==> src/design/itoa_pkg.sv <==
// Shared types, codes and character constants for the integer-to-ASCII formatter.
// No dependencies; every other design file but itoa_ifs imports this package.
package itoa_pkg;

    typedef logic [2:0] op_code_t;

    localparam op_code_t OP_SDEC = 3'd0;
    localparam op_code_t OP_UDEC = 3'd1;
    localparam op_code_t OP_OCT  = 3'd2;
    localparam op_code_t OP_HEXU = 3'd3;
    localparam op_code_t OP_HEXL = 3'd4;
    localparam op_code_t OP_PTR  = 3'd5;

    localparam logic [7:0] CH_ZERO    = 8'd48;
    localparam logic [7:0] CH_MINUS   = 8'd45;
    localparam logic [7:0] CH_X       = 8'd120;
    localparam logic [7:0] LOWER_BIAS = 8'd87;
    localparam logic [7:0] UPPER_BIAS = 8'd55;

    localparam logic [4:0] DEC_DIGITS = 5'd10;
    localparam logic [4:0] OCT_DIGITS = 5'd11;
    localparam logic [4:0] HEX_DIGITS = 5'd8;
    localparam logic [4:0] PTR_DIGITS = 5'd16;
    localparam logic [4:0] DABBLE_LAST = 5'd31;

    typedef enum logic [2:0] {
        ST_IDLE,
        ST_DABBLE,
        ST_TRIM,
        ST_PREFIX,
        ST_EMIT
    } state_t;

    typedef enum logic [1:0] {
        CMD_HOLD,
        CMD_LOAD,
        CMD_DABBLE,
        CMD_SHIFT
    } dp_cmd_t;

    typedef struct packed {
        logic [3:0] digit;
        logic       cnt_one;
        logic       dabble_last;
    } dp_stat_t;

    function automatic logic [7:0] digit_char(input logic [3:0] d, input logic lower);
        logic [7:0] dw;
        dw = {4'b0000, d};
        if (d < 4'd10)
            return dw + CH_ZERO;
        else
            return dw + (lower ? LOWER_BIAS : UPPER_BIAS);
    endfunction

endpackage

==> src/design/itoa_ifs.sv <==
// Valid/ready channel interfaces for the formatter: request (operation, value)
// and response (character, last). Depends on nothing.
interface itoa_in_if;
    logic        valid;
    logic        ready;
    logic [2:0]  operation;
    logic [63:0] value;

    modport source (output valid, output operation, output value, input ready);
    modport sink   (input valid, input operation, input value, output ready);
endinterface

interface itoa_out_if;
    logic       valid;
    logic       ready;
    logic [7:0] character;
    logic       last;

    modport source (output valid, output character, output last, input ready);
    modport sink   (input valid, input character, input last, output ready);
endinterface

==> src/design/integer_to_ascii_formatter_unit.sv <==
// Top level of the integer-to-ASCII formatter: sequencer plus shared digit unit.
// Depends on itoa_pkg, itoa_ifs, itoa_digit_unit and itoa_ctrl.
//
//   channel | dir | payload               | handshake
//   din     | in  | operation[2:0], value | valid/ready
//   dout    | out | character[7:0], last  | valid/ready
//
// Per value: intake, then 32 double-dabble steps (decimal kinds only),
// then trim, dropping one leading zero per cycle and then leaving trim,
// then the characters are sent, one per cycle unless dout stalls.
// din.ready is high only between values; the output register lets the next
// value start while the final character is still waiting. Reset clears all
// control state; dout stalls hold the sequencer in its prefix and emit states.
module integer_to_ascii_formatter_unit
    import itoa_pkg::*;
(
    input  logic       clk,
    input  logic       rst_n,
    itoa_in_if.sink    din,
    itoa_out_if.source dout
);

    dp_cmd_t  cmd;
    dp_stat_t stat;

    itoa_ctrl u_ctrl (
        .clk   (clk),
        .rst_n (rst_n),
        .din   (din),
        .dout  (dout),
        .stat  (stat),
        .cmd   (cmd)
    );

    itoa_digit_unit u_digit (
        .clk       (clk),
        .rst_n     (rst_n),
        .cmd       (cmd),
        .operation (din.operation),
        .value     (din.value),
        .stat      (stat)
    );

    // a valid kind starts a multi-cycle conversion
    assert property (@(posedge clk) disable iff (!rst_n)
        din.valid && din.ready && din.operation <= OP_PTR |=> !din.ready)
        else $error("intake not blocked during conversion");

    // dropped codes never produce a beat
    assert property (@(posedge clk) disable iff (!rst_n)
        din.valid && din.ready && din.operation > OP_PTR && !dout.valid |=> !dout.valid)
        else $error("beat produced for unused code");

    // a pending non-final beat means the value is still in progress
    assert property (@(posedge clk) disable iff (!rst_n)
        dout.valid && !dout.last |-> !din.ready)
        else $error("idle with value unfinished");

endmodule

==> src/design/itoa_digit_unit.sv <==
// Shared digit datapath: double-dabble binary-to-BCD step and digit shifter.
// Depends on itoa_pkg.
module itoa_digit_unit
    import itoa_pkg::*;
(
    input  logic        clk,
    input  logic        rst_n,
    input  dp_cmd_t     cmd,
    input  op_code_t    operation,
    input  logic [63:0] value,
    output dp_stat_t    stat
);

    logic [63:0] work_reg, work_next;
    logic [31:0] bin_reg, bin_next;
    logic [4:0]  cnt_reg, cnt_next;
    logic [4:0]  iter_reg, iter_next;
    logic        wide_reg, wide_next;

    logic [31:0] lo;
    logic [31:0] mag;
    logic [39:0] bcd_adj;

    assign lo  = value[31:0];
    assign mag = (operation == OP_SDEC && lo[31]) ? (~lo + 32'd1) : lo;

    // add-3 correction on every BCD digit, ahead of the shift
    always_comb
    begin
        for (int i = 0; i < 10; i++)
        begin
            if (work_reg[24 + 4*i +: 4] >= 4'd5)
                bcd_adj[4*i +: 4] = work_reg[24 + 4*i +: 4] + 4'd3;
            else
                bcd_adj[4*i +: 4] = work_reg[24 + 4*i +: 4];
        end
    end

    always_comb
    begin
        work_next = work_reg;
        bin_next  = bin_reg;
        cnt_next  = cnt_reg;
        iter_next = iter_reg;
        wide_next = wide_reg;
        unique case (cmd)
            CMD_HOLD:
            begin
            end
            CMD_LOAD:
            begin
                iter_next = 5'd0;
                bin_next  = mag;
                unique case (operation)
                    OP_OCT:
                    begin
                        work_next = {1'b0, lo, 31'd0};
                        cnt_next  = OCT_DIGITS;
                        wide_next = 1'b0;
                    end
                    OP_HEXU, OP_HEXL:
                    begin
                        work_next = {lo, 32'd0};
                        cnt_next  = HEX_DIGITS;
                        wide_next = 1'b1;
                    end
                    OP_PTR:
                    begin
                        work_next = value;
                        cnt_next  = PTR_DIGITS;
                        wide_next = 1'b1;
                    end
                    default:
                    begin
                        work_next = 64'd0;
                        cnt_next  = DEC_DIGITS;
                        wide_next = 1'b1;
                    end
                endcase
            end
            CMD_DABBLE:
            begin
                work_next = {bcd_adj[38:0], bin_reg[31], 24'd0};
                bin_next  = {bin_reg[30:0], 1'b0};
                iter_next = iter_reg + 5'd1;
            end
            CMD_SHIFT:
            begin
                work_next = wide_reg ? {work_reg[59:0], 4'd0} : {work_reg[60:0], 3'd0};
                cnt_next  = cnt_reg - 5'd1;
            end
            default:
            begin
            end
        endcase
    end

    always_ff @(posedge clk or negedge rst_n)
    begin
        if (!rst_n)
        begin
            cnt_reg  <= 5'd0;
            iter_reg <= 5'd0;
            wide_reg <= 1'b1;
        end
        else
        begin
            cnt_reg  <= cnt_next;
            iter_reg <= iter_next;
            wide_reg <= wide_next;
        end
    end

    always_ff @(posedge clk)
    begin
        work_reg <= work_next;
        bin_reg  <= bin_next;
    end

    assign stat.digit       = wide_reg ? work_reg[63:60] : {1'b0, work_reg[63:61]};
    assign stat.cnt_one     = (cnt_reg == 5'd1);
    assign stat.dabble_last = (iter_reg == DABBLE_LAST);

endmodule

==> src/design/itoa_ctrl.sv <==
// Sequencer for the formatter: item intake, conversion phases, prefix and digit
// output with the output register. Depends on itoa_pkg and itoa_ifs.
module itoa_ctrl
    import itoa_pkg::*;
(
    input  logic        clk,
    input  logic        rst_n,
    itoa_in_if.sink     din,
    itoa_out_if.source  dout,
    input  dp_stat_t    stat,
    output dp_cmd_t     cmd
);

    state_t     state_reg, state_next;
    op_code_t   op_reg, op_next;
    logic       neg_reg, neg_next;
    logic       pfx_reg, pfx_next;
    logic       out_valid_reg, out_valid_next;
    logic [7:0] char_reg;
    logic       last_reg;

    logic       can_load;
    logic       load;
    logic [7:0] char_sel;
    logic       last_sel;
    logic       is_dec;

    assign can_load = !out_valid_reg || dout.ready;
    assign is_dec   = (din.operation == OP_SDEC) || (din.operation == OP_UDEC);

    always_comb
    begin
        state_next = state_reg;
        op_next    = op_reg;
        neg_next   = neg_reg;
        pfx_next   = pfx_reg;
        cmd        = CMD_HOLD;
        load       = 1'b0;
        char_sel   = CH_ZERO;
        last_sel   = 1'b0;
        unique case (state_reg)
            ST_IDLE:
            begin
                // codes above pointer are taken and dropped
                if (din.valid && din.operation <= OP_PTR)
                begin
                    cmd        = CMD_LOAD;
                    op_next    = din.operation;
                    neg_next   = (din.operation == OP_SDEC) && din.value[31];
                    state_next = is_dec ? ST_DABBLE : ST_TRIM;
                end
            end
            ST_DABBLE:
            begin
                cmd = CMD_DABBLE;
                if (stat.dabble_last)
                    state_next = ST_TRIM;
            end
            ST_TRIM:
            begin
                // drop leading zeros, always keep one digit
                if (!stat.cnt_one && stat.digit == 4'd0)
                    cmd = CMD_SHIFT;
                else
                begin
                    pfx_next   = 1'b0;
                    state_next = (op_reg == OP_PTR || neg_reg) ? ST_PREFIX : ST_EMIT;
                end
            end
            ST_PREFIX:
            begin
                if (can_load)
                begin
                    load = 1'b1;
                    if (op_reg == OP_PTR)
                    begin
                        char_sel = pfx_reg ? CH_X : CH_ZERO;
                        if (pfx_reg)
                            state_next = ST_EMIT;
                        else
                            pfx_next = 1'b1;
                    end
                    else
                    begin
                        char_sel   = CH_MINUS;
                        state_next = ST_EMIT;
                    end
                end
            end
            ST_EMIT:
            begin
                if (can_load)
                begin
                    load     = 1'b1;
                    char_sel = digit_char(stat.digit, op_reg == OP_HEXL || op_reg == OP_PTR);
                    last_sel = stat.cnt_one;
                    if (stat.cnt_one)
                        state_next = ST_IDLE;
                    else
                        cmd = CMD_SHIFT;
                end
            end
            default:
            begin
                state_next = ST_IDLE;
            end
        endcase
    end

    always_comb
    begin
        if (load)
            out_valid_next = 1'b1;
        else if (dout.ready)
            out_valid_next = 1'b0;
        else
            out_valid_next = out_valid_reg;
    end

    always_ff @(posedge clk or negedge rst_n)
    begin
        if (!rst_n)
        begin
            state_reg     <= ST_IDLE;
            op_reg        <= OP_SDEC;
            neg_reg       <= 1'b0;
            pfx_reg       <= 1'b0;
            out_valid_reg <= 1'b0;
        end
        else
        begin
            state_reg     <= state_next;
            op_reg        <= op_next;
            neg_reg       <= neg_next;
            pfx_reg       <= pfx_next;
            out_valid_reg <= out_valid_next;
        end
    end

    always_ff @(posedge clk)
    begin
        if (load)
        begin
            char_reg <= char_sel;
            last_reg <= last_sel;
        end
    end

    assign din.ready      = (state_reg == ST_IDLE);
    assign dout.valid     = out_valid_reg;
    assign dout.character = char_reg;
    assign dout.last      = last_reg;

endmodule
==> src/flat_wrapper.sv <==
// flat-port wrapper written by rule: the top's interface ports become plain ports
module integer_to_ascii_formatter_unit_flat import itoa_pkg::*;
  (clk, rst_n, din_valid, din_operation, din_value, din_ready, dout_valid, dout_character, dout_last, dout_ready);
  itoa_in_if din_i ();
  itoa_out_if dout_i ();
  input  logic clk;
  input  logic rst_n;
  input wire logic [$bits(din_i.valid)-1:0] din_valid;
  input wire logic [$bits(din_i.operation)-1:0] din_operation;
  input wire logic [$bits(din_i.value)-1:0] din_value;
  output wire logic [$bits(din_i.ready)-1:0] din_ready;
  output wire logic [$bits(dout_i.valid)-1:0] dout_valid;
  output wire logic [$bits(dout_i.character)-1:0] dout_character;
  output wire logic [$bits(dout_i.last)-1:0] dout_last;
  input wire logic [$bits(dout_i.ready)-1:0] dout_ready;
  assign din_i.valid = din_valid;
  assign din_i.operation = din_operation;
  assign din_i.value = din_value;
  assign din_ready = din_i.ready;
  assign dout_valid = dout_i.valid;
  assign dout_character = dout_i.character;
  assign dout_last = dout_i.last;
  assign dout_i.ready = dout_ready;
  integer_to_ascii_formatter_unit u_core (.clk(clk), .rst_n(rst_n), .din(din_i), .dout(dout_i));
endmodule
==> config.mk <==
export PLATFORM = sky130hd
export DESIGN_NAME = integer_to_ascii_formatter_unit_flat
export DESIGN_NICKNAME = d
export VERILOG_FILES = /design/src/design/itoa_pkg.sv /design/src/design/itoa_ifs.sv /design/src/design/integer_to_ascii_formatter_unit.sv /design/src/design/itoa_digit_unit.sv /design/src/design/itoa_ctrl.sv /design/src/flat_wrapper.sv
export SDC_FILE = /design/constraint.sdc
export NUM_CORES = 1
export LEC_CHECK = 0
export BUFFER_PORTS_ARGS = -buffer_cell sky130_fd_sc_hd__buf_2
export CAP_MARGIN = 0
export CORE_MARGIN = 3
export CORE_UTILIZATION = 60
export CTS_BUF_LIST = sky130_fd_sc_hd__clkbuf_4 sky130_fd_sc_hd__clkbuf_8
export CTS_CLUSTER_DIAMETER = 40
export DETAILED_ROUTE_END_ITERATION = 8
export PLACE_DENSITY = 0.91
export SKIP_CTS_REPAIR_TIMING = 1
export SLEW_MARGIN = 20
export SYNTH_ARGS = -nofsm -noshare
export SYNTH_HDL_FRONTEND = slang
export SYNTH_SLANG_ARGS = --single-unit
==> constraint.sdc <==
create_clock -name clk -period 4.99 [get_ports clk]
set_input_delay 1.2475 -clock clk [delete_from_list [all_inputs] [get_ports clk]]
set_output_delay 1.2475 -clock clk [all_outputs]
set_load 0.05 [all_outputs]
# == Word level (Yosys, flattened, before mapping) ==
# Cells that the tools add are included.
# Widths: inputs -> output; s select.
# classes
add_sub_neg,15
n_lt_le_gt_ge,12
n_eq_ne,24
n_mux,51
n_bitwise,1
n_reduce_logical,23
# ops
operator,n
$pmux 64 s3,2
$mux 64,1
$pmux 32 s2,1
$ge 4x3->1 const B,10
$mux 4,10
$add 4x2->4 const B,9
$add 32x1->32 const B,1
$mux 32,1
$not 32->32,1
$mux 3,10
$mux 7,4
$pmux 5 s2,2
$mux 8,2
$pmux 8 s2,1
$eq 3x3->1 const B,5
$pmux 3 s5,1
$pmux 5 s3,1
$eq 3x2->1 const B,4
$ne 2x2->1 const B,5
$mux 1,9
$add 4x7->8,1
$mux 2,4
$pmux 2 s4,1
$reduce_bool 2->1,4
other kinds (24),36
# word_totals
reg_bits,125
input_bits,71
out_inout_bits,11
elab_cells,138

# == Depth between registers and ports, before layout ==
# Gate-level depths: netlist of run 1.
# depth
word_depth,7
depth_mapped,19

# == Cells and area by module ==
# Synthesis of run 1 repeated with hierarchy kept, for this count alone.
# hier_totals
cells_unflattened,983
area_unflattened_um2,9359.0
# modules_own_cells
module,n_inst,cells_each,area_per_inst_um2,seq_area_each_um2
itoa_digit_unit,1,889,8351.8,3159.3
itoa_ctrl,1,94,1007.2,465.4

# == Least setup slack after synthesis of run 1 ==
# Ideal clock, no wire load.
# synth_timing
path_kind,register to register
start,register u_core.u_digit.wide_reg
end,"register u_core.u_digit.work_reg[0], enable pin"
arrival_time_ns,4.136
t_required_ns,4.572
setup_slack_ns,0.436
path_stages_with_launch,14
n_path_buf,4
path_cell_list,dfstp_2 clkbuf_1 buf_1 clkbuf_1 mux2i_1 ha_1 nor2b_1 nand4b_1 a21oi_1 or2_2 clkbuf_1 inv_1 ha_1 inv_1
# synth_via
elab_chain_cells,7
word_cells_on_any_way,9
cone_classes,eq/ne (3); mux (3); reduce/logical (3)
# synth_lines
element,line,rtl
"start, declared",itoa_digit_unit.sv:18,"logic wide_reg, wide_next;"
"start signal, assigned",itoa_digit_unit.sv:110,wide_reg <= wide_next;
$mux 4 (*),itoa_digit_unit.sv:120,"assign stat.digit = wide_reg ? work_reg[63:60] : {1'b0, work_reg[63:61]};"
$logic_not 4->1 (*),itoa_ctrl.sv:62,if (!stat.cnt_one && stat.digit == 4'd0)
$logic_and 1x1->1 (*),itoa_ctrl.sv:62,
$mux 2 (*),itoa_ctrl.sv:62,
$pmux 2 s4 (*),itoa_ctrl.sv:41,unique case (state_reg)
$eq 2x1->1 / $eq 2x2->1 (equally long branches),itoa_digit_unit.sv:46,unique case (cmd)
$reduce_bool 3->1 (no line) (*),n/a,
"end signal, assigned",itoa_digit_unit.sv:116,work_reg <= work_next;
"end, declared",itoa_digit_unit.sv:14,"logic [63:0] work_reg, work_next;"
# Mark *: on every way between the ends. The rest lies on a longest branch, timed or not.
# A chain may end at the register's enable or synchronous reset.

# == Final worst setup path of run 1 ==
# layout_timing
start,register u_core.u_digit.wide_reg
end,"register u_core.u_digit.work_reg[61], data pin"
# layout_via
elab_chain_cells,7
word_cells_on_any_way,10
cone_classes,eq/ne (3); mux (5); reduce/logical (2)
# layout_lines
element,line
$mux 4,itoa_digit_unit.sv:120
$logic_not 4->1,itoa_ctrl.sv:62
$logic_and 1x1->1,itoa_ctrl.sv:62
$mux 2,itoa_ctrl.sv:62
$pmux 2 s4,itoa_ctrl.sv:41
$eq 2x2->1 / $eq 2x1->1 (equally long branches),itoa_digit_unit.sv:46
$pmux 64 s3 (*),itoa_digit_unit.sv:46
via u_core.u_digit.work_next[61],itoa_digit_unit.sv:14
# Mark *: on every way through the listed nets, which the timed path passes. The rest lies on a longest branch.

==> results.toml, run 1 <==
[layout]
area_growth_pct = 10.16
final_cell_mix = "edfxtp_1 (104), o21ai_0 (92), nand2_1 (89)"
instances_no_fill = 1153
finish.net_count = 1061
fill_cell_instance_count_of_the_final_layout = 1011
most_common_library_cell_in_the_layout_ignoring_fill_and_taps = "edfxtp_1"
layout-drive-gt1-share = 0.1617
largest_register_ff_count = 64
stdcell_area_um2 = 9713

[sta]
worst_clock_skew_ps = 15.08
final.setup.tns_ps = 0
worst_slew_margin_relative_to_its_limit = 0.3506
timing.final.max_slew_violations = 0
rsz_0062_raised_after_global_routing = "no"
maxClockFrequency_mhz = 239.7
postLayoutSetupSlackWorst_ps = 818.6
final.min_clock_period_ps = 4171
setup_viol = 0
post_route_fraction_of_the_period_consumed_by_the_critical_path = 0.8360
report.final.hold_viol_count = 0
worst_slew_pin_slew_ps = 971.8

[critical_path]
reg2reg_setup_slack_ps = 820
crit_path_max_fanout = 31
critical_path.cell_chain = "mux2i_1 -> ha_1 -> nor2b_1 -> and3b_1 -> nor3b_1 -> a21oi_1 -> o22ai_1 -> ha_1 -> buf_4 -> nor2_1 -> o21ai_2 -> buf_4 -> a211oi_1 -> a21oi_1 -> o21ai_0"
cpPeakStageDelay_ps = 780
worst_setup_path_start_kind = "register"
arrival_ps = 4340
crit_path_top_delay_cell = "dfstp_4"
timing.critical_path.max_delay_family = "compound AO/OA/AOI/OAI gates"
rr_endpoint = "u_core.u_digit.work_reg[61]"
rr_worst_depth = 15
crit_type = "register to register"
worstPathRequired_ps = 5160
critical_path_buf_inv_count = 2
r2r_start = "u_core.u_digit.wide_reg"
crit_path_end_kind = "register"

[pwr]
power_leakage_nw = 3.920
power_switching_w = 0.002805
power_per_cell_area_nw_per_um2 = 664.5
power.internal_w = 0.003649
swShare = 0.4346
clock_power_share = 0.153
pwr-share-seq = 0.377
power.share.combinational = 0.471
max_rail_drop_vdd_mv = 0.5908

[place]
detailedPlacementHpwl_mm = 16.53
post_dp_cell_area_um2 = 9265
numPortBuffers = 80
place.gp.congestion = 0.9117
detailedPlace.worstSlack_ps = 407.3
dpl.cell_count = 1119

[floorplanning]
fp.dieH_um = 127.2
dieArea_um2 = 16190
initial_core_util = 0.6231
row_count = 43
coreArea_um2 = 14150
pin_count = 82
die-width_um = 127.2

[global_route]
antenna_found_initial = 2
first_global_vias = 7580
grt_remaining_overflow = 0
grt_max_degree = 82
grt_first_pass_wirelength_mm = 39.96
track_usage = 0.3110

[synthesis]
postSynth.asyncResetShare = 0.1613
synth.top_cells.by_area = "edfxtp_1 (35%), mux2i_1 (6.1%), dfrtp_1 (5.4%)"
syn_area_per_cell_um2 = 9.491
yosys.area_share.xor_xnor = 0.04470
yosysWarningCount = 0
synth_fa_ha_area_frac = 0.04541
synth_cell_types = 69
library_cell_with_the_largest_summed_area_after_synthesis = "edfxtp_1"
yosysSeqAreaShare = 0.4111
synth_top_family_by_area = "compound AO/OA/AOI/OAI gates"
post_synth_and_or_nand_nor_area_fraction = 0.1259
mapped_cell_area_um2 = 8817
synth_top_area_frac = 0.3542
synth_seq_cells = 124
syn_inst = 929
post_synth_mux_area_share = 0.07961
postSynth.topFlopCell = "edfxtp_1"
mappedNetlistNets = 1032
share_of_the_synthesized_area_in_compound_gates_ao_oa_aoi_oai = 0.2380
number_of_enable_type_register_cells_in_the_synthesized_netlist = 104

[clock_tree]
number_of_clock_buffers_inserted_by_tritoncts = 17
clk_transition_reported_paths_ps = 70
cts.sink_count = 124
cts_htree_levels = 4
clock_latency_ps = 460
tritoncts_clock_tree = "yes"
root_buffer = "clkbuf_8"
clk_path_buf_depth = 2

[min_path]
holdCritPathClass = "register to register"
min_path_cells = 2
holdCritStartpoint = "u_core.u_digit.iter_reg[4]"
worstHoldEndpoint = "u_core.u_digit.iter_reg[4]"

[drt]
drcViolationCount = 0
drt_iter0_markers = 1391
detailedRoute.firstPassIterationCount = 8
routed_wirelength_normalized_by_instance_count_um = 22.09
post_drt_via_cell_ratio = 7.030
routed_wl_mm = 25.47
postRouteAntennaNets = 0
vias = 8106

[flow_run]
cap_violations = 0

[outcome]
outcome = "finished clean"
==> layer usage <==
| layer | track usage | routed length, um |
|---|---|---|
| met1 | 0.4214 | 9659 |
| met4 | 0.1653 | 1218 |
| met2 | 0.4707 | 11620 |
| met5 | 0 | 0 |
| met3 | 0.06647 | 2969 |
==> Yosys cell counts, drive strengths merged, types with 14 or more instances <==
master and number:
inv 39, o21ai 93, mux2 14, dfrtp 19, a22oi 30, a21oi 50, ha 32, a211oi 17
nand3 14, nor3 15, mux2i 54, edfxtp 104, a221oi 29, nand2 89, xnor2 37, nor2 40
nand2b 19, clkbuf 77
==> metrics by stage <==
step	util	hold WS, ps	total power [W]
after floorplan	-	450.1	0.004521
after global placement	0.6548	466.0	0.005232
after detailed placement	0.6548	482.5	0.005362
after CTS	0.6857	496.8	0.006380
after global routing	0.6864	514.1	0.006823
final	0.6864	498.0	0.006455
==> cell families (layout without fill, tap and decap cells) <==
| kind of cell | count (synthesis) | after routing |
|---|---|---|
| compound gates | 312 | 312 |
| flops | 124 | 124 |
| simple gates | 222 | 222 |
| other cells | 1 | 3 |
| buf+inv | 125 | 167 |
| mux | 68 | 68 |
| xor+xnor | 45 | 45 |
| fa+ha+maj | 32 | 32 |
==> power groups by stage <==
stage / combinational [W] / clock (W) / sequential, W
after floorplan: 0.00218 / 0 / 0.00234
after global placement: 0.00284 / 0 / 0.00239
after detailed placement: 0.00295 / 0 / 0.00242
after CTS: 0.00299 / 0.000989 / 0.00240
after global routing: 0.00330 / 0.00103 / 0.00249
final: 0.00304 / 0.000986 / 0.00243
==> how the worst max path moves through the flow <==
stage	cells past startpoint	end	startpoint
floorplan	13	u_core.u_digit.work_reg[0]	u_core.u_digit.wide_reg
global placement	12	u_core.u_digit.work_reg[25]	dout_ready
detailed placement	12	u_core.u_digit.work_reg[29]	dout_ready
CTS	13	u_core.u_digit.work_reg[25]	u_core.u_digit.wide_reg
global route	15	u_core.u_digit.work_reg[57]	u_core.u_digit.wide_reg
finish	15	u_core.u_digit.work_reg[61]	u_core.u_digit.wide_reg
==> worst register-to-register path: stages (launching register included) <==
cell      delay, ps
dfstp_4         780
mux2i_1         400
ha_1            200
nor2b_1         180
and3b_1         220
nor3b_1         190
a21oi_1          90
o22ai_1         330
ha_1            240
buf_4           300
nor2_1          110
o21ai_2          60
buf_4           380
a211oi_1        120
a21oi_1         170
o21ai_0         120
==> area by class of cell <==
| type | count | area [um^2] | area share |
|---|---|---|---|
| well taps | 180 | 225.2 | 0.02319 |
| inverters | 39 | 146.4 | 0.01507 |
| clock inverters | 12 | 168.9 | 0.01739 |
| diodes | 2 | 5.005 | 0.0005153 |
| flip-flops and latches | 124 | 3628 | 0.3736 |
| repair buffers | 96 | 533.0 | 0.05488 |
| multi-input cells | 680 | 4737 | 0.4877 |
| clock buffers | 20 | 269.0 | 0.02770 |
No activity file was read; power rests on OpenSTA's default activity.
==> inputs of run 2 (changes only) <==
--- a/config.mk
+++ b/config.mk
@@ -8,11 +8,11 @@
 export BUFFER_PORTS_ARGS = -buffer_cell sky130_fd_sc_hd__buf_2
 export CAP_MARGIN = 0
 export CORE_MARGIN = 3
-export CORE_UTILIZATION = 60
+export CORE_UTILIZATION = 56
 export CTS_BUF_LIST = sky130_fd_sc_hd__clkbuf_4 sky130_fd_sc_hd__clkbuf_8
 export CTS_CLUSTER_DIAMETER = 40
 export DETAILED_ROUTE_END_ITERATION = 8
-export PLACE_DENSITY = 0.91
+export PLACE_DENSITY = 0.9
 export SKIP_CTS_REPAIR_TIMING = 1
 export SLEW_MARGIN = 20
 export SYNTH_ARGS = -nofsm -noshare
==> constraint.sdc (replaced) <==
create_clock -name clk -period 3.75 [get_ports clk]
set_input_delay 0.9375 -clock clk [delete_from_list [all_inputs] [get_ports clk]]
set_output_delay 0.9375 -clock clk [all_outputs]
set_load 0.05 [all_outputs]
==> results.toml, run 2 (same netlist as run 1, synthesis figures left out) <==
[sta]
worst_slew_margin_relative_to_its_limit = 0.5107
final.setup.tns_ps = 0
worst_slew_pin_slew_ps = 734.0
worst_clock_skew_ps = 12.44
post_route_fraction_of_the_period_consumed_by_the_critical_path = 0.9706
final.min_clock_period_ps = 3640
setup_viol = 0
maxClockFrequency_mhz = 274.7
timing.final.max_slew_violations = 0
postLayoutSetupSlackWorst_ps = 110.3
report.final.hold_viol_count = 0

[drt]
detailedRoute.firstPassIterationCount = 7
postRouteAntennaNets = 0
post_drt_via_cell_ratio = 6.696
drcViolationCount = 0
vias = 8009
routed_wirelength_normalized_by_instance_count_um = 21.11
routed_wl_mm = 25.25
drt_iter0_markers = 1083

[layout]
area_growth_pct = 13.27
fill_cell_instance_count_of_the_final_layout = 1144
multi_input_area_um2 = 4792
largest_register_ff_count = 64
most_common_library_cell_in_the_layout_ignoring_fill_and_taps = "edfxtp_1"
finish.net_count = 1074
final-seq-area_um2 = 3628
final_cell_mix = "edfxtp_1 (104), o21ai_0 (92), nand2_1 (89)"
layout-drive-gt1-share = 0.1809

[clock_tree]
cts_htree_levels = 4
tritoncts_clock_tree = "yes"
clk_path_buf_depth = 2
number_of_clock_buffers_inserted_by_tritoncts = 17
clock_latency_ps = 450
root_buffer = "clkbuf_8"
clk_transition_reported_paths_ps = 80
cts.sink_count = 124

[place]
numPortBuffers = 80
detailedPlace.worstSlack_ps = -111.6
place.gp.congestion = 0.9114
detailedPlacementHpwl_mm = 16.54

[floorplanning]
fp.dieH_um = 131.5
initial_core_util = 0.5757
row_count = 45
pin_count = 82
die-width_um = 131.5
dieArea_um2 = 17290
coreArea_um2 = 15310

[global_route]
grt_remaining_overflow = 0
track_usage = 0.2811
first_global_vias = 7611
grt_first_pass_wirelength_mm = 39.53
antenna_found_initial = 1
grt_max_degree = 71

[critical_path]
worst_setup_path_start_kind = "register"
crit_type = "register to register"
worstPathRequired_ps = 4010
crit_path_max_fanout = 11
crit_path_end_kind = "register"
arrival_ps = 3900

[pwr]
clock_power_share = 0.164
pwr-share-seq = 0.360
power_leakage_nw = 3.998
power_switching_w = 0.003826
power_per_cell_area_nw_per_um2 = 895.7
max_rail_drop_vdd_mv = 0.7631
power.share.combinational = 0.476
power_w = 0.008945
swShare = 0.4277
power.internal_w = 0.005120

[outcome]
outcome = "finished clean"

[flow_run]
cap_violations = 0

[min_path]
holdCritPathClass = "input pin to async pin"
run 2: final timing paths:
check,to,cells after the start,start,slack (ps)
min in group clk,u_core.u_ctrl.op_reg[1],2,u_core.u_ctrl.op_reg[1],510
setup reg to reg,u_core.u_digit.work_reg[49],14,u_core.u_digit.wide_reg,110
hold reg to reg,u_core.u_ctrl.op_reg[1],2,u_core.u_ctrl.op_reg[1],510
max in group asynchronous,u_core.u_digit.wide_reg,1,rst_n,2950
hold / removal,u_core.u_ctrl.op_reg[2],1,rst_n,450
setup / recovery,u_core.u_digit.work_reg[49],14,u_core.u_digit.wide_reg,110
run 2: metrics by stage:
step,instances,cell area [um^2],hold WS (ps),utilization
final,1196,9987,449.7,0.6521
after global routing,1196,9987,455.5,0.6521
after CTS,1191,9886,444.2,0.6455
after detailed placement,1159,9400,491.5,0.6138
after global placement,1159,9400,469.7,0.6138
after floorplan,929,8846,450.1,-
run 2: final cells by class:
type / instances / share of cell area
Sequential cell: 124 / 0.3633
Inverter: 39 / 0.01541
Multi-Input combinational cell: 680 / 0.4798
Antenna cell: 1 / 0.0002506
Clock inverter: 11 / 0.02155
Tap cell: 211 / 0.02643
Clock buffer: 21 / 0.02706
Timing Repair Buffer: 109 / 0.06615
run 2: power by group through the flow:
stage / Clock [W] / Combinational (W) / Sequential (W)
after floorplan: 0 / 0.00295 / 0.00310
after global placement: 0 / 0.00388 / 0.00316
after detailed placement: 0 / 0.00404 / 0.00319
after CTS: 0.00147 / 0.00406 / 0.00317
after global routing: 0.00152 / 0.00465 / 0.00329
final: 0.00147 / 0.00426 / 0.00322
run 2: critical path, cell delays in order, from the launching register on:
cell and delay [ps]:
dfstp_4 700, mux2i_4 260, ha_1 170, nor2b_1 200
nand4b_1 140, a21oi_2 300, or2_4 240, inv_1 90
ha_2 220, nor2_2 230, o21ai_4 190, buf_12 210
a211oi_1 260, a21oi_1 70, o21ai_0 150
run 2: per-layer routing:
| metal | track usage | routed length [um] |
|---|---|---|
| met4 | 0.1575 | 1330 |
| met3 | 0.07044 | 2669 |
| met5 | 0 | 0 |
| met1 | 0.3689 | 9678 |
| met2 | 0.4258 | 11570 |
==> inputs of run 3 (changes only) <==
--- a/config.mk
+++ b/config.mk
@@ -12,6 +12,7 @@
 export CTS_BUF_LIST = sky130_fd_sc_hd__clkbuf_4 sky130_fd_sc_hd__clkbuf_8
 export CTS_CLUSTER_DIAMETER = 40
 export DETAILED_ROUTE_END_ITERATION = 8
+export GPL_TIMING_DRIVEN = 0
 export PLACE_DENSITY = 0.9
 export SKIP_CTS_REPAIR_TIMING = 1
 export SLEW_MARGIN = 20
==> results.toml, run 3 (same netlist as run 1, synthesis figures left out) <==
[place]
detailedPlacementHpwl_mm = 20.00
post_dp_cell_area_um2 = 9460
place.gp.congestion = 1.021
numPortBuffers = 62
detailedPlace.worstSlack_ps = -1476

[critical_path]
crit_type = "register to register"
crit_path_end_kind = "register"
worstPathRequired_ps = 3920
crit_path_top_delay_cell = "dfstp_2"
arrival_ps = 3830
critical_path.cell_chain = "buf_8 -> mux2i_4 -> ha_1 -> nor2b_2 -> nand4b_1 -> a21oi_4 -> or2_2 -> clkbuf_2 -> inv_1 -> ha_2 -> buf_8 -> buf_1 -> mux2i_1 -> a31oi_1"
worst_setup_path_start_kind = "register"
cpPeakStageDelay_ps = 600
critical-path-top-cell-by-count = "buf_8"
crit_path_max_fanout = 10

[sta]
final.min_clock_period_ps = 3658
worst_slew_margin_relative_to_its_limit = 0.3718
report.final.hold_viol_count = 0
post_route_fraction_of_the_period_consumed_by_the_critical_path = 0.9753
timing.final.max_slew_violations = 0
fin_hold_ws_ps = 422.6
worst_clock_skew_ps = 11.82
postLayoutSetupSlackWorst_ps = 92.50
setup_viol = 0
worst_slew_pin_slew_ps = 942.3
maxClockFrequency_mhz = 273.4

[drt]
drcViolationCount = 0
vias = 8659
postRouteAntennaNets = 0
routed_wirelength_normalized_by_instance_count_um = 23.37
routed_wl_mm = 29.17
detailedRoute.firstPassIterationCount = 8
post_drt_via_cell_ratio = 6.938
drt_iter0_markers = 1433

[layout]
largest_register_ff_count = 64
inserted_diodes = 0
stdcell_area_um2 = 10170
final_cell_mix = "edfxtp_1 (104), o21ai_0 (92), nand2_1 (88)"
area_growth_pct = 15.30
finish.net_count = 1128
layout-drive-gt1-share = 0.1649
most_common_library_cell_in_the_layout_ignoring_fill_and_taps = "edfxtp_1"
finalCoreUtilization = 0.6638

[clock_tree]
clk_path_buf_depth = 2
number_of_clock_buffers_inserted_by_tritoncts = 17
tritoncts_clock_tree = "yes"
clk_transition_reported_paths_ps = 80
root_buffer = "clkbuf_8"
cts_htree_levels = 4
clock_latency_ps = 470
cts.sink_count = 124

[pwr]
max_rail_drop_vdd_mv = 0.5270
power_w = 0.009226
power_per_cell_area_nw_per_um2 = 907.5
power_leakage_nw = 3.996

[global_route]
grt_first_pass_wirelength_mm = 43.46
grt_remaining_overflow = 0
grt_max_degree = 34
antenna_found_initial = 0
track_usage = 0.3197
first_global_vias = 8068

[floorplanning]
row_count = 45
pin_count = 82
fp.dieH_um = 131.5
die-width_um = 131.5
coreArea_um2 = 15310
dieArea_um2 = 17290
initial_core_util = 0.5757

[min_path]
holdCritPathClass = "input pin to async pin"

[flow_run]
cap_violations = 0

[outcome]
outcome = "finished clean"
==> run 3: cell types whose count changed in the layout (fill, tap and decap cells not counted), sizes merged <==
cell / previous run / this run
clkbuf: 22 / 87
buf: 108 / 93
clkinv: 1 / 7
bufinv: 6 / 3
diode: 1 / 0
==> run 3: critical path, delay by kind of cell (launching register included) <==
kind / cells / cell delay, ps
mux: 2 / 360
simple gates: 3 / 600
fa+ha+maj: 2 / 420
flops: 1 / 600
buf+inv: 5 / 1230
compound gates: 2 / 160
==> run 3: power by group <==
part | internal [W] | leakage (nW) | switching, W
clock | 0.000653 | 0.197 | 0.000570
combinational | 0.00177 | 2.51 | 0.00307
sequential | 0.00263 | 1.29 | 0.000528
==> run 3: final timing paths <==
check / startpoint / end / slack (ps) / cells past startpoint
max: u_core.u_digit.wide_reg / u_core.u_digit.bin_reg[31] / 90 / 14
min: rst_n / u_core.u_ctrl.pfx_reg / 420 / 1
max reg2reg: u_core.u_digit.wide_reg / u_core.u_digit.bin_reg[31] / 90 / 14
min reg2reg: u_core.u_ctrl.op_reg[1] / u_core.u_ctrl.op_reg[1] / 490 / 2
max in group asynchronous: rst_n / u_core.u_digit.wide_reg / 2980 / 1
min in group clk: u_core.u_ctrl.op_reg[1] / u_core.u_ctrl.op_reg[1] / 490 / 2
==> run 3: layout make-up <==
class,instances,area [um^2]
buffer,84,406.6
clock buffer,18,241.5
sequential,124,3625
timing repair inverter,1,7.507
tap,211,264.0
timing repair buffer,78,480.5
clock inverter,13,150.1
inverter,39,157.7
multi-input combinational,680,4833
fill,1200,5149
==> run 3: metrics by stage <==
stage,TNS [ps],instances
after floorplan,0,929
after global placement,-171780,1202
after detailed placement,-131780,1204
after CTS,-141160,1235
after global routing,-86.00,1248
final,0,1248
==> run 3: layer usage <==
metal | global-route usage | up-vias | part of all wire
li1 | - | 3702 | -
met1 | 0.3997 | 4017 | 0.35
met2 | 0.5049 | 765 | 0.46
met3 | 0.09495 | 175 | 0.14
met4 | 0.1610 | 0 | 0.054
met5 | 0 | - | 0
